===== src/hdl/knn_pkg.sv =====
package knn_pkg;

    localparam int ELEM_W = 16;
    localparam int ID_W   = 64;
    localparam int DIST_W = 19;
    localparam int SUM_W  = 38;
    localparam int CNT_W  = 6;
    localparam int STAT_W = 3;
    localparam int CFG_W  = 6;

    localparam logic [1:0] OP_ADD   = 2'd0;
    localparam logic [1:0] OP_QUERY = 2'd1;
    localparam logic [1:0] OP_FETCH = 2'd2;
    localparam logic [1:0] OP_NONE  = 2'd3;

    localparam logic [STAT_W-1:0] ST_OK    = 3'd0;
    localparam logic [STAT_W-1:0] ST_FULL  = 3'd1;
    localparam logic [STAT_W-1:0] ST_LEN   = 3'd2;
    localparam logic [STAT_W-1:0] ST_NOID  = 3'd3;
    localparam logic [STAT_W-1:0] ST_EMPTY = 3'd4;

    localparam logic REG_NEIGHBOR_COUNT = 1'b0;
    localparam logic REG_VECTOR_LENGTH  = 1'b1;

    // highest power of four below 2**SUM_W
    localparam logic [SUM_W-1:0] SQRT_BIT0 = 38'h10_0000_0000;

    typedef struct packed {
        logic [1:0]               opcode;
        logic signed [ELEM_W-1:0] element_value;
        logic signed [ID_W-1:0]   record_id;
        logic                     last_element;
    } t_in_item;

    typedef struct packed {
        logic [STAT_W-1:0]        status;
        logic signed [ID_W-1:0]   result_id;
        logic [DIST_W-1:0]        distance;
        logic signed [ELEM_W-1:0] fetched_value;
        logic                     last_result;
    } t_out_item;

    typedef struct packed {
        logic [1:0]               opcode;
        logic signed [ELEM_W-1:0] element_value;
        logic [CNT_W-1:0]         pos;
        logic signed [ID_W-1:0]   record_id;
        logic                     last_element;
    } t_cmd;

endpackage


===== src/hdl/knn_front.sv =====
module knn_front
    import knn_pkg::*;
(
    input  logic     i_clk,
    input  logic     i_rst_n,
    input  logic     i_in_valid,
    output logic     o_in_ready,
    input  t_in_item i_in_item,
    input  logic     i_q_full,
    output logic     o_push,
    output t_cmd     o_cmd
);

    logic [CNT_W-1:0] r_elem_cnt;
    logic             w_xfer;

    assign o_in_ready = !i_q_full;
    assign w_xfer     = i_in_valid && o_in_ready;
    assign o_push     = w_xfer && (i_in_item.opcode != OP_NONE);

    always_comb begin
        o_cmd.opcode        = i_in_item.opcode;
        o_cmd.element_value = i_in_item.element_value;
        o_cmd.pos           = r_elem_cnt;
        o_cmd.record_id     = i_in_item.record_id;
        o_cmd.last_element  = i_in_item.last_element;
    end

    // element position shared by add and query streams, saturating
    always_ff @(posedge i_clk) begin
        if (!i_rst_n) begin
            r_elem_cnt <= '0;
        end else if (w_xfer && (i_in_item.opcode == OP_ADD || i_in_item.opcode == OP_QUERY)) begin
            if (i_in_item.last_element) begin
                r_elem_cnt <= '0;
            end else if (r_elem_cnt != '1) begin
                r_elem_cnt <= r_elem_cnt + CNT_W'(1);
            end
        end
    end

endmodule


===== config.mk =====
export PLATFORM = sky130hd
export DESIGN_NAME = knn_front
export DESIGN_NICKNAME = d
export VERILOG_FILES = /design/src/hdl/knn_pkg.sv /design/src/hdl/knn_front.sv
export SDC_FILE = /design/constraint.sdc
export NUM_CORES = 1
export LEC_CHECK = 0
export ABC_AREA = 1
export BUFFER_PORTS_ARGS = -buffer_cell sky130_fd_sc_hd__buf_2
export CAP_MARGIN = 10
export CORE_ASPECT_RATIO = 0.75
export CORE_MARGIN = 5
export CORE_UTILIZATION = 29
export DETAILED_ROUTE_END_ITERATION = 16
export HOLD_SLACK_MARGIN = 0.15
export PLACE_DENSITY = 0.91
export REMOVE_ABC_BUFFERS = 1
export SETUP_SLACK_MARGIN = 0.05
export SLEW_MARGIN = 20
export SYNTH_ARGS = -nofsm -noshare
export SYNTH_HDL_FRONTEND = slang
export SYNTH_SLANG_ARGS = --single-unit

===== constraint.sdc =====
create_clock -name i_clk -period 2.3 [get_ports i_clk]
set_input_delay 0.115 -clock i_clk [delete_from_list [all_inputs] [get_ports i_clk]]
set_output_delay 0.115 -clock i_clk [all_outputs]
set_load 0.005 [all_outputs]

==> results_dict.tcl <==
set metrics [dict create \
    viasPerCell 5.64 \
    cts_tree "built" \
    stdcell_area_um2 553 \
    rsz0062_at_grt "false" \
    layout_commonest_cell "buf_2" \
    critical_path_class "reg2reg" \
    port-buffer-count 17 \
    rows 18 \
    cp_slowest_cell "dfxtp_1" \
    clockRootBuffer "clkbuf_8" \
    power.leakage_nw 0.261 \
    min_period_ns 1.26 \
    syn_area_um2 1010 \
    grt_start_max_net_pins 12 \
    start_kind "flop" \
    cts.repair.resized 0 \
    design.core.area_um2 3330 \
    dr_wl_met3_um 2770 \
    cts_buffers 3 \
    slew_headroom_pct 78.3 \
    synth_top_area_share_pct 61.6 \
    fin_util_pct 16.6 \
    cp_max_fo 8 \
    run_status "complete, no violations" \
    hold_viol_final 0 \
    clockBufferDepth 2 \
    syn_inst 136 \
    grt_usage_pct 32.3 \
    io_pins 178 \
    htreeDepth 1 \
    post-synth-top-area-cell "buf_4" \
    path_buf_inv 0 \
    met1_length_um 928 \
    largest_register "r_elem_cnt" \
    clk_pin_slew_ns 0.04 \
    grt-ovfl-total 0 \
    die_y_um 61.1 \
    setup_viol 0 \
    top_layer "met4" \
    arrival_ns 1.37 \
    yosys_warnings 0 \
    drcViolationCount 0 \
    diodes 0 \
    cp.required_ns 2.42 \
    finalSetupTns_ns 0 \
    place_congestion 1.20 \
    routed_wl_um 8020 \
    drtPass1Iterations 4 \
    cp_top_family "simple AND/OR/NAND/NOR gates" \
    initial_utilization_pct 30.3 \
    clock_skew_ns 0.00189 \
    dpl.hpwl_um 7690 \
    post_drt_wl_per_cell_um 71.6 \
    grt_pass1_wl_um 9130 \
    timing.reg2reg.setup_slack_ns 1.04 \
    clock.fmax_mhz 797 \
    largest_reg_flops 6 \
    place_ws_ns 1.04 \
    reg_top3 "r_elem_cnt x6" \
    setup_slack_ns 1.04 \
    finish.net_count 162 \
    seq_area_frac_synth_pct 11.9 \
    syn_to_final_growth_pct -45.3 \
    worst_pin_slew_ns 0.325 \
    first_global_vias 578 \
    postCtsHoldBufs 0 \
    die-area_um2 4780 \
    ant_nets 0 \
    fillers 387 \
    clkLatencyLatePin_ns 0.22 \
    synth_area_per_cell_um2 7.43 \
    antenna_found_initial 0 \
    crit_top_cell "nand2_1" \
    synth.area.top_cells "buf_4 (62%), dfxtp_1 (12%), inv_1 (3.0%)" \
    placed_cell_area_um2 512 \
    critPathCaptureType "flop" \
    slew_violations 0 \
    crit_chain "ha_1, nand2_2, nor2_4, nand2_4, nand3_1, nand2_1, nand2_1, nor2_2" \
    vias 632 \
    multi_input_area_um2 223 \
    cts_setup_buffers 0 \
    holdCritPathClass "in2reg" \
    max_stage_delay_ns 0.38 \
    wl_met2_um 4190 \
    mostFrequentLayoutCells "buf_2 (17), inv_1 (8), nor2_1 (7), nand2_1 (6), dfxtp_1 (6)" \
    seq_area_um2 120 \
    ys_seq_elements 6 \
    cts_sinks 6 \
    power_density_nw_per_um2 532 \
    power_mw 0.294 \
    drive_above_1_share_pct 44.4 \
    die_w_um 78.2 \
    maxCapViolCount 0 \
    drt-initial-drc-count 34 \
    ys_types 18 \
    finalCritPeriodShare_pct 54.6 \
    vdd_drop_max_uv 398 \
]
-- final cells by class --
class	count	share of cell area [%]
timing repair buffer	17	15.4
multi-input combinational	37	40.3
sequential	6	21.7
inverter	9	6.11
tap	40	9.05
clock buffer	3	7.47
-- where the power goes --
part | leakage [nW] | internal [mW] | switching (mW) | total, mW
Sequential | 0.0484 | 0.106 | 0.00115 | 0.107
Combinational | 0.191 | 0.0122 | 0.0178 | 0.0300
Clock | 0.0216 | 0.112 | 0.0449 | 0.157
Total | 0.261 | 0.230 | 0.0638 | 0.294
-- through the flow --
stage	instances	hold WS [ns]
after floorplan	52	0.230
after global placement	109	0.230
after detailed placement	109	0.230
after CTS	112	0.155
after global routing	112	0.180
final	112	0.156
-- worst paths after layout --
| path | from | end | cells past startpoint |
|---|---|---|---|
| max | r_elem_cnt[1] | r_elem_cnt[3] | 8 |
| min | i_rst_n | r_elem_cnt[1] | 3 |
| max reg2reg | r_elem_cnt[1] | r_elem_cnt[3] | 8 |
| min reg2reg | r_elem_cnt[1] | r_elem_cnt[1] | 2 |
-- cell usage after synthesis, drive strengths merged --
library cell	count
a21oi	6
buf	84
dfxtp	6
ha	1
inv	9
nand2	11
nand3	4
nand4	3
nor2	10
o21ai	2
-- worst register-to-register path: cells and delay by family, from the launching register on --
family / cells / cell delay [ns]
DFF: 1 / 0.38
and+or+nand+nor: 7 / 0.56
adders and majority gates: 1 / 0.21
-- logic make-up (layout without fill, tap and decap cells) --
kind of cell / Yosys count / in the layout / synth area share (%)
AO/OA/AOI/OAI: 8 / 8 / 4.70
adder cells (fa/ha/maj): 1 / 1 / 1.24
buffers and inverters: 93 / 29 / 66.1
flip-flops: 6 / 6 / 11.9
AND/OR/NAND/NOR: 28 / 28 / 16.1
-- metal layers --
| metal | vias up | track usage [%] |
|---|---|---|
| met3 | 14 | 56.3 |
| met1 | 239 | 9.26 |
| met2 | 171 | 61.6 |
| li1 | 208 | - |
| met4 | 0 | 4.99 |
| met5 | - | 2.00 |
Power figures use the tool's default switching activity.
