`config.mk`:
```
export PLATFORM = sky130hd
export DESIGN_NAME = knn_cmdq
export DESIGN_NICKNAME = d
export VERILOG_FILES = /design/src/hdl/knn_pkg.sv /design/src/hdl/knn_cmdq.sv
export SDC_FILE = /design/constraint.sdc
export NUM_CORES = 1
export LEC_CHECK = 0
export ABC_AREA = 1
export BUFFER_PORTS_ARGS = -buffer_cell sky130_fd_sc_hd__buf_2
export CORE_AREA = 10 10 186 188
export CTS_CLUSTER_DIAMETER = 120
export CTS_CLUSTER_SIZE = 24
export DETAILED_ROUTE_END_ITERATION = 10
export DIE_AREA = 0 0 196 198
export PLACE_DENSITY_LB_ADDON = 0.2
export SLEW_MARGIN = 30
export SYNTH_ARGS = -nofsm -noshare
export SYNTH_HDL_FRONTEND = slang
export SYNTH_SLANG_ARGS = --single-unit
```
`constraint.sdc`:
```
create_clock -name i_clk -period 4 [get_ports i_clk]
set_clock_uncertainty 0.1 [all_clocks]
set_input_delay 0.8 -clock i_clk [delete_from_list [all_inputs] [get_ports i_clk]]
set_output_delay 0.8 -clock i_clk [all_outputs]
set_load 0.05 [all_outputs]
```
`src/hdl/knn_pkg.sv`:
```
package knn_pkg;

    localparam int ELEM_W = 16;
    localparam int ID_W   = 64;
    localparam int DIST_W = 19;
    localparam int SUM_W  = 38;
    localparam int CNT_W  = 6;
    localparam int STAT_W = 3;
    localparam int CFG_W  = 6;

    localparam logic [1:0] OP_ADD   = 2'd0;
    localparam logic [1:0] OP_QUERY = 2'd1;
    localparam logic [1:0] OP_FETCH = 2'd2;
    localparam logic [1:0] OP_NONE  = 2'd3;

    localparam logic [STAT_W-1:0] ST_OK    = 3'd0;
    localparam logic [STAT_W-1:0] ST_FULL  = 3'd1;
    localparam logic [STAT_W-1:0] ST_LEN   = 3'd2;
    localparam logic [STAT_W-1:0] ST_NOID  = 3'd3;
    localparam logic [STAT_W-1:0] ST_EMPTY = 3'd4;

    localparam logic REG_NEIGHBOR_COUNT = 1'b0;
    localparam logic REG_VECTOR_LENGTH  = 1'b1;

    // highest power of four below 2**SUM_W
    localparam logic [SUM_W-1:0] SQRT_BIT0 = 38'h10_0000_0000;

    typedef struct packed {
        logic [1:0]               opcode;
        logic signed [ELEM_W-1:0] element_value;
        logic signed [ID_W-1:0]   record_id;
        logic                     last_element;
    } t_in_item;

    typedef struct packed {
        logic [STAT_W-1:0]        status;
        logic signed [ID_W-1:0]   result_id;
        logic [DIST_W-1:0]        distance;
        logic signed [ELEM_W-1:0] fetched_value;
        logic                     last_result;
    } t_out_item;

    typedef struct packed {
        logic [1:0]               opcode;
        logic signed [ELEM_W-1:0] element_value;
        logic [CNT_W-1:0]         pos;
        logic signed [ID_W-1:0]   record_id;
        logic                     last_element;
    } t_cmd;

endpackage

```
`src/hdl/knn_cmdq.sv`:
```
module knn_cmdq
    import knn_pkg::*;
(
    input  logic i_clk,
    input  logic i_rst_n,
    input  logic i_push,
    input  t_cmd i_cmd,
    output logic o_full,
    output logic o_valid,
    output t_cmd o_cmd,
    input  logic i_pop
);

    localparam int DEPTH = 4;
    localparam int PW    = 2;

    t_cmd            r_mem [DEPTH];
    logic [PW-1:0]   r_wptr;
    logic [PW-1:0]   r_rptr;
    logic [PW:0]     r_cnt;
    logic            w_pop;

    assign o_full  = (r_cnt == (PW+1)'(DEPTH));
    assign o_valid = (r_cnt != '0);
    assign o_cmd   = r_mem[r_rptr];
    assign w_pop   = i_pop && o_valid;

    always_ff @(posedge i_clk) begin
        if (i_push) begin
            r_mem[r_wptr] <= i_cmd;
        end
    end

    always_ff @(posedge i_clk) begin
        if (!i_rst_n) begin
            r_wptr <= '0;
            r_rptr <= '0;
            r_cnt  <= '0;
        end else begin
            if (i_push) begin
                r_wptr <= r_wptr + PW'(1);
            end
            if (w_pop) begin
                r_rptr <= r_rptr + PW'(1);
            end
            if (i_push && !w_pop) begin
                r_cnt <= r_cnt + (PW+1)'(1);
            end else if (!i_push && w_pop) begin
                r_cnt <= r_cnt - (PW+1)'(1);
            end
        end
    end

endmodule

```
==> results of run 1 <==
[flip-flops by register name, summed over array words and instances (netlist names), named ones only]
register	cells
r_mem	356
r_cnt	3
r_rptr	2
r_wptr	2
[critical path, delay by kind of cell, from the launching register on]
family / cells / cell delay [ns]
buf+inv: 2 / 1.01
compound gates: 2 / 0.49
flops: 1 / 0.38
[worst paths after layout]
kind	startpoint	to	slack, ns
worst max-delay path	register	o_cmd[15]	0.65
worst min-delay path	r_rptr[1]	register	0.39
worst min register to register	r_rptr[1]	register	0.39
worst max register to register	r_wptr[0]	r_mem[2][40]	1.95
[power by group through the flow]
stage          clock, uW  combinational, uW  sequential [uW]
4_1_cts             2110               3270             4460
3_5_place_dp           0               3270             4540
5_1_grt             2250               3460             4470
2_1_floorplan          0               2510             4520
3_3_place_gp           0               3250             4540
6_report            2050               3220             4460
[cell type report]
cell class,instances,area [um2],share of cell area
Clock inverter,1,20.0,0.00130
Sequential cell,365,10900,0.704
Multi-Input combinational cell,485,2350,0.152
Clock buffer,32,524,0.0339
Inverter,16,75.1,0.00486
Antenna cell,5,12.5,0.000810
Tap cell,402,503,0.0326
Timing Repair Buffer,196,1090,0.0705
[routing by layer]
layer | track usage | vias up
met5 | 0 | -
met4 | 0.0294 | 8
met3 | 0.0347 | 32
met2 | 0.243 | 206
met1 | 0.198 | 3858
li1 | - | 3779
[kinds of logic (layout without fill, tap and decap cells)]
kind of cell | Yosys count | in the layout | synth area share
AND/OR/NAND/NOR | 203 | 203 | 0.0562
adder cells (fa/ha/maj) | 6 | 6 | 0.00606
AO/OA/AOI/OAI | 275 | 275 | 0.109
buffers and inverters | 74 | 245 | 0.0309
other | 0 | 5 | 0
XOR/XNOR | 1 | 1 | 0.000642
flip-flops | 365 | 365 | 0.797
[cells in the mapped netlist]
cell	n	area, um2
edfxtp_1	356	10700
nor2_1	184	691
o21ai_0	150	751
o22ai_1	89	557
clkbuf_1	34	128
o21ai_1	31	155
nand2_1	15	56.3
inv_1	14	52.6
buf_6	13	146
dfxtp_1	9	180
a21oi_1	5	25.0
buf_2	5	25.0
buf_4	5	37.5
ha_1	5	62.6
nand3_1	3	15.0
buf_12	1	20.0
fa_1	1	20.0
inv_2	1	3.75
inv_6	1	8.76
nor3_1	1	5.00
xor2_1	1	8.76
[per-stage QoR]
step,cells,hold slack (ns),utilization
6_report,1502,0.393,0.497
3_5_place_dp,1464,0.383,0.479
3_3_place_gp,1464,0.381,0.479
4_1_cts,1497,0.371,0.497
2_1_floorplan,924,0.365,-
5_1_grt,1499,0.374,0.497
==> flow_metrics.py, run 1 <==
metrics = {
    "timing": {
        "setup_viol": 0,
        "clock.fmax_mhz": 298,
        "fin_setup_tns_ns": 0,
        "worstMarginPinSlew_ns": 0.932,
        "rsz0062_at_grt": "no",
        "period_needed_ns": 3.35,
        "slew_headroom": 0.378,
        "drv_slew": 0,
        "finalCritPeriodShare": 0.838,
        "worst_slack_ns": 0.648,
        "hold_viol_final": 0,
    },
    "layout": {
        "drive_gt1_frac": 0.205,
        "fill_cells": 2694,
        "area_growth_pct": 13.3,
        "layout_common_cells": "edfxtp_1, nor2_1, buf_2",
        "stdcell_area_mm2": 0.0154,
        "nNetsFinal": 1182,
        "final_common_cell": "edfxtp_1",
    },
    "worst_setup_path": {
        "crit_slowest_cell": "buf_4",
        "start_kind": "register",
        "crit_required_ns": 3.10,
        "reg2reg_depth": 5,
        "critPathKind": "register to output port",
        "endpoint_kind": "output port",
        "path_cells": "buf_4 > o21ai_0 > o22ai_1 > buf_2",
        "critical_path.max_stage_delay_ns": 0.69,
        "crit_arrival_ns": 2.45,
        "cp_max_fo": 94,
    },
    "clock_tree": {
        "cts-root-buf": "clkbuf_16",
        "clock_sinks": 365,
        "clockBufferDepth": 3,
        "hold_buffers": 0,
        "clkTransAtPathRegs_ns": 0.09,
        "cts-buffers-inserted": 19,
        "cts_resized": 0,
        "htreeDepth": 1,
        "cts_tree": "yes",
        "clk_latency_ns": 0.50,
        "cts_setup_buffers": 0,
    },
    "power_and_ir_drop": {
        "finalPower_uw": 9720,
        "p_int_uw": 5970,
        "swShare": 0.386,
        "power_frac_seq": 0.458,
        "vdd_drop_max_uv": 510,
        "clkPwrFrac": 0.210,
        "p_sw_uw": 3750,
        "p_leak_uw": 0.00531,
        "p_per_area_mw_per_mm2": 630,
        "p_comb_frac": 0.331,
    },
    "routing": {
        "drtAntennaViolNets": 0,
        "drcViolationCount": 0,
        "topRoutingLayerUsed": "met5",
        "via_per_inst": 5.25,
        "wl_met1_um": 13300,
        "drtIter0Drc": 572,
        "wl_per_cell_um": 20.0,
        "first_pass_iters": 5,
        "finalWirelength_um": 30100,
        "vias": 7883,
        "route.met3.wl_um": 2090,
        "wl_met2_um": 14300,
    },
    "floorplan": {
        "dieHeight_um": 198,
        "core_mm2": 0.0311,
        "die_x_um": 196,
        "initial_core_util": 0.439,
        "std_cell_rows": 65,
        "pin_count": 184,
        "fp.dieArea_mm2": 0.0388,
    },
    "grt": {
        "grt_pass1_vias": 7873,
        "antenna_found_initial": 7,
        "grt_pass1_wl_um": 45600,
        "grtUsageTotal": 0.148,
        "grt-ovfl-total": 0,
        "grt_max_degree": 95,
    },
    "synth": {
        "synth_nets": 1023,
        "synth-seq-area-share": 0.797,
        "synth-seq-cells": 365,
        "yosys_warnings": 0,
        "synthesis.area_mm2": 0.0136,
        "syn_inst": 924,
        "synthDistinctLibCells": 21,
        "syn_avg_cell_area_um2": 14.8,
    },
    "status": {
        "status": "complete, no violations",
    },
    "placement": {
        "dpl_worst_slack_ns": 1.16,
        "hpwl_um": 17400,
        "port_buffers": 183,
        "place.gp.congestion": 0.716,
        "place_area_mm2": 0.0149,
    },
    "min_path": {
        "whs_path_depth": 2,
        "min_path_type": "register to register",
    },
    "run": {
        "drv_cap": 0,
    },
}
No activity file was read; power rests on OpenSTA's default activity.
==> run 2, diff against run 1 <==
==> constraint.sdc (replaced) <==
create_clock -name i_clk -period 3 [get_ports i_clk]
set_clock_uncertainty 0.1 [all_clocks]
set_input_delay 0.6 -clock i_clk [delete_from_list [all_inputs] [get_ports i_clk]]
set_output_delay 0.6 -clock i_clk [all_outputs]
set_load 0.05 [all_outputs]
==> run 2 against run 1 <==
Effect of this change: power up 35%; utilization grew 0.39 points; critical path depth rose by 2; via count up 2.3%; clock power rose by 34%; die area unchanged; critical path type unchanged.
==> flow_metrics.py, run 2 (same netlist as run 1, synthesis figures left out) <==
metrics = {
    "worst_setup_path": {
        "r2r_setup_slack_ns": 1.05,
        "reg2reg_depth": 8,
        "critical_path.top_delay_family": "buffers and inverters",
        "worst_r2r_endpoint": "r_cnt[1]",
        "critPathKind": "register to output port",
        "critPathBufInv": 4,
        "reg2reg_from": "r_cnt[0]",
        "crit_top_cell": "buf_4",
        "crit_slowest_cell": "dfxtp_4",
        "endpoint_kind": "output port",
        "crit_arrival_ns": 2.18,
        "crit_required_ns": 2.30,
        "critical_path.max_stage_delay_ns": 0.36,
        "cp_max_fo": 28,
        "start_kind": "register",
        "path_cells": "inv_2 > buf_4 > buf_4 > o21ai_0 > o22ai_1 > buf_2",
    },
    "timing": {
        "worst_slack_ns": 0.124,
        "rsz0062_at_grt": "no",
        "worstMarginPinSlew_ns": 0.522,
        "drv_slew": 0,
        "hold_viol_final": 0,
        "clock.fmax_mhz": 348,
        "period_needed_ns": 2.88,
        "slew_headroom": 0.652,
        "finalCritPeriodShare": 0.959,
        "fin_setup_tns_ns": 0,
        "setup_viol": 0,
    },
    "grt": {
        "grt-ovfl-total": 0,
        "grt_max_degree": 90,
        "grt_pass1_vias": 8332,
        "grt_pass1_wl_um": 48200,
        "grtUsageTotal": 0.157,
        "antenna_found_initial": 8,
    },
    "placement": {
        "dpl_worst_slack_ns": 0.511,
        "place_area_mm2": 0.0150,
        "place.gp.congestion": 0.759,
        "placed_cells": 1470,
        "hpwl_um": 17500,
        "port_buffers": 183,
    },
    "layout": {
        "area_growth_pct": 14.1,
        "stdcell_count": 1507,
        "drive_gt1_frac": 0.210,
        "largest-register": "r_mem",
        "final_common_cell": "edfxtp_1",
        "largest_reg_flops": 356,
        "stdcell_area_mm2": 0.0156,
        "biggestRegsByFlops": "r_mem x356, r_cnt x3",
        "nNetsFinal": 1189,
        "layout_common_cells": "edfxtp_1, nor2_1, buf_2",
    },
    "floorplan": {
        "die_x_um": 196,
        "fp.dieArea_mm2": 0.0388,
        "core_mm2": 0.0311,
        "std_cell_rows": 65,
        "initial_core_util": 0.439,
        "dieHeight_um": 198,
        "pin_count": 184,
    },
    "routing": {
        "drtAntennaViolNets": 0,
        "drtIter0Drc": 549,
        "drcViolationCount": 0,
        "vias": 8066,
        "via_per_inst": 5.35,
        "wl_per_cell_um": 20.9,
        "finalWirelength_um": 31600,
        "first_pass_iters": 4,
    },
    "power_and_ir_drop": {
        "p_int_uw": 8040,
        "vdd_drop_max_uv": 634,
        "power_frac_seq": 0.450,
        "p_per_area_mw_per_mm2": 845,
        "p_leak_uw": 0.00537,
        "finalPower_uw": 13200,
        "swShare": 0.389,
        "clkPwrFrac": 0.209,
        "p_sw_uw": 5120,
        "p_comb_frac": 0.341,
    },
    "clock_tree": {
        "cts_setup_buffers": 0,
        "clock_sinks": 365,
        "cts-buffers-inserted": 19,
        "cts_tree": "yes",
        "clockBufferDepth": 3,
        "clk_latency_ns": 0.51,
        "clkTransAtPathRegs_ns": 0.09,
        "htreeDepth": 1,
        "cts-root-buf": "clkbuf_16",
    },
    "status": {
        "status": "complete, no violations",
    },
    "min_path": {
        "hold_end": "r_mem[2][86]",
        "whs_path_depth": 1,
        "min-delay-start": "i_cmd[86]",
        "min_path_type": "input port to register",
    },
    "run": {
        "drv_cap": 0,
    },
}
-- run 2: cell count changes in the layout (fill, tap and decap cells not counted), sizes merged --
cell	previous run	this run
bufbuf	0	1
diode	5	3
buf	196	202
-- run 2: power groups by stage --
stage	Sequential [uW]	Combinational (uW)	Clock [uW]
after global routing	5940	4800	3010
after global placement	6030	4420	0
after CTS	5920	4550	2850
after floorplan	6030	3340	0
final	5920	4480	2750
after detailed placement	6030	4440	0
-- run 2: area by class of cell --
class,count,area (um2)
clock inverter,1,20.0
timing repair buffer,203,1210
multi-input combinational,485,2350
tap,402,503
clock buffer,32,524
fill,2721,15500
inverter,16,77.6
antenna,3,7.51
sequential,365,10900
-- run 2: how the worst max path moves through the flow --
| stage | end | slack [ns] | depth (start not counted) |
|---|---|---|---|
| global route | o_cmd[69] | 0.04 | 6 |
| CTS | o_cmd[6] | 0.07 | 5 |
| floorplan | r_mem[2][0] | 0.10 | 2 |
| global placement | o_cmd[12] | 0.53 | 4 |
| detailed placement | o_cmd[12] | 0.51 | 4 |
| finish | o_cmd[36] | 0.12 | 6 |
-- run 2: timing repair --
action	in CTS	in global routing
endpoints found under the setup margin	15	3
hold buffers	0	0
gates cloned	1	0
resized for setup	1	1
-- run 2: stage by stage --
| stage | util | hold WS [ns] |
|---|---|---|
| floorplan | - | 0.365 |
| global placement | 0.482 | 0.376 |
| detailed placement | 0.482 | 0.392 |
| CTS | 0.501 | 0.163 |
| global route | 0.501 | 0.173 |
| finish | 0.501 | 0.193 |
-- run 2: per-layer routing --
layer | GRT usage | wire length [um] | vias up
met4 | 0.0370 | 478 | 8
met2 | 0.258 | 14800 | 202
li1 | - | - | 3794
met5 | 0 | 45 | -
met3 | 0.0353 | 1970 | 42
met1 | 0.208 | 14200 | 4020
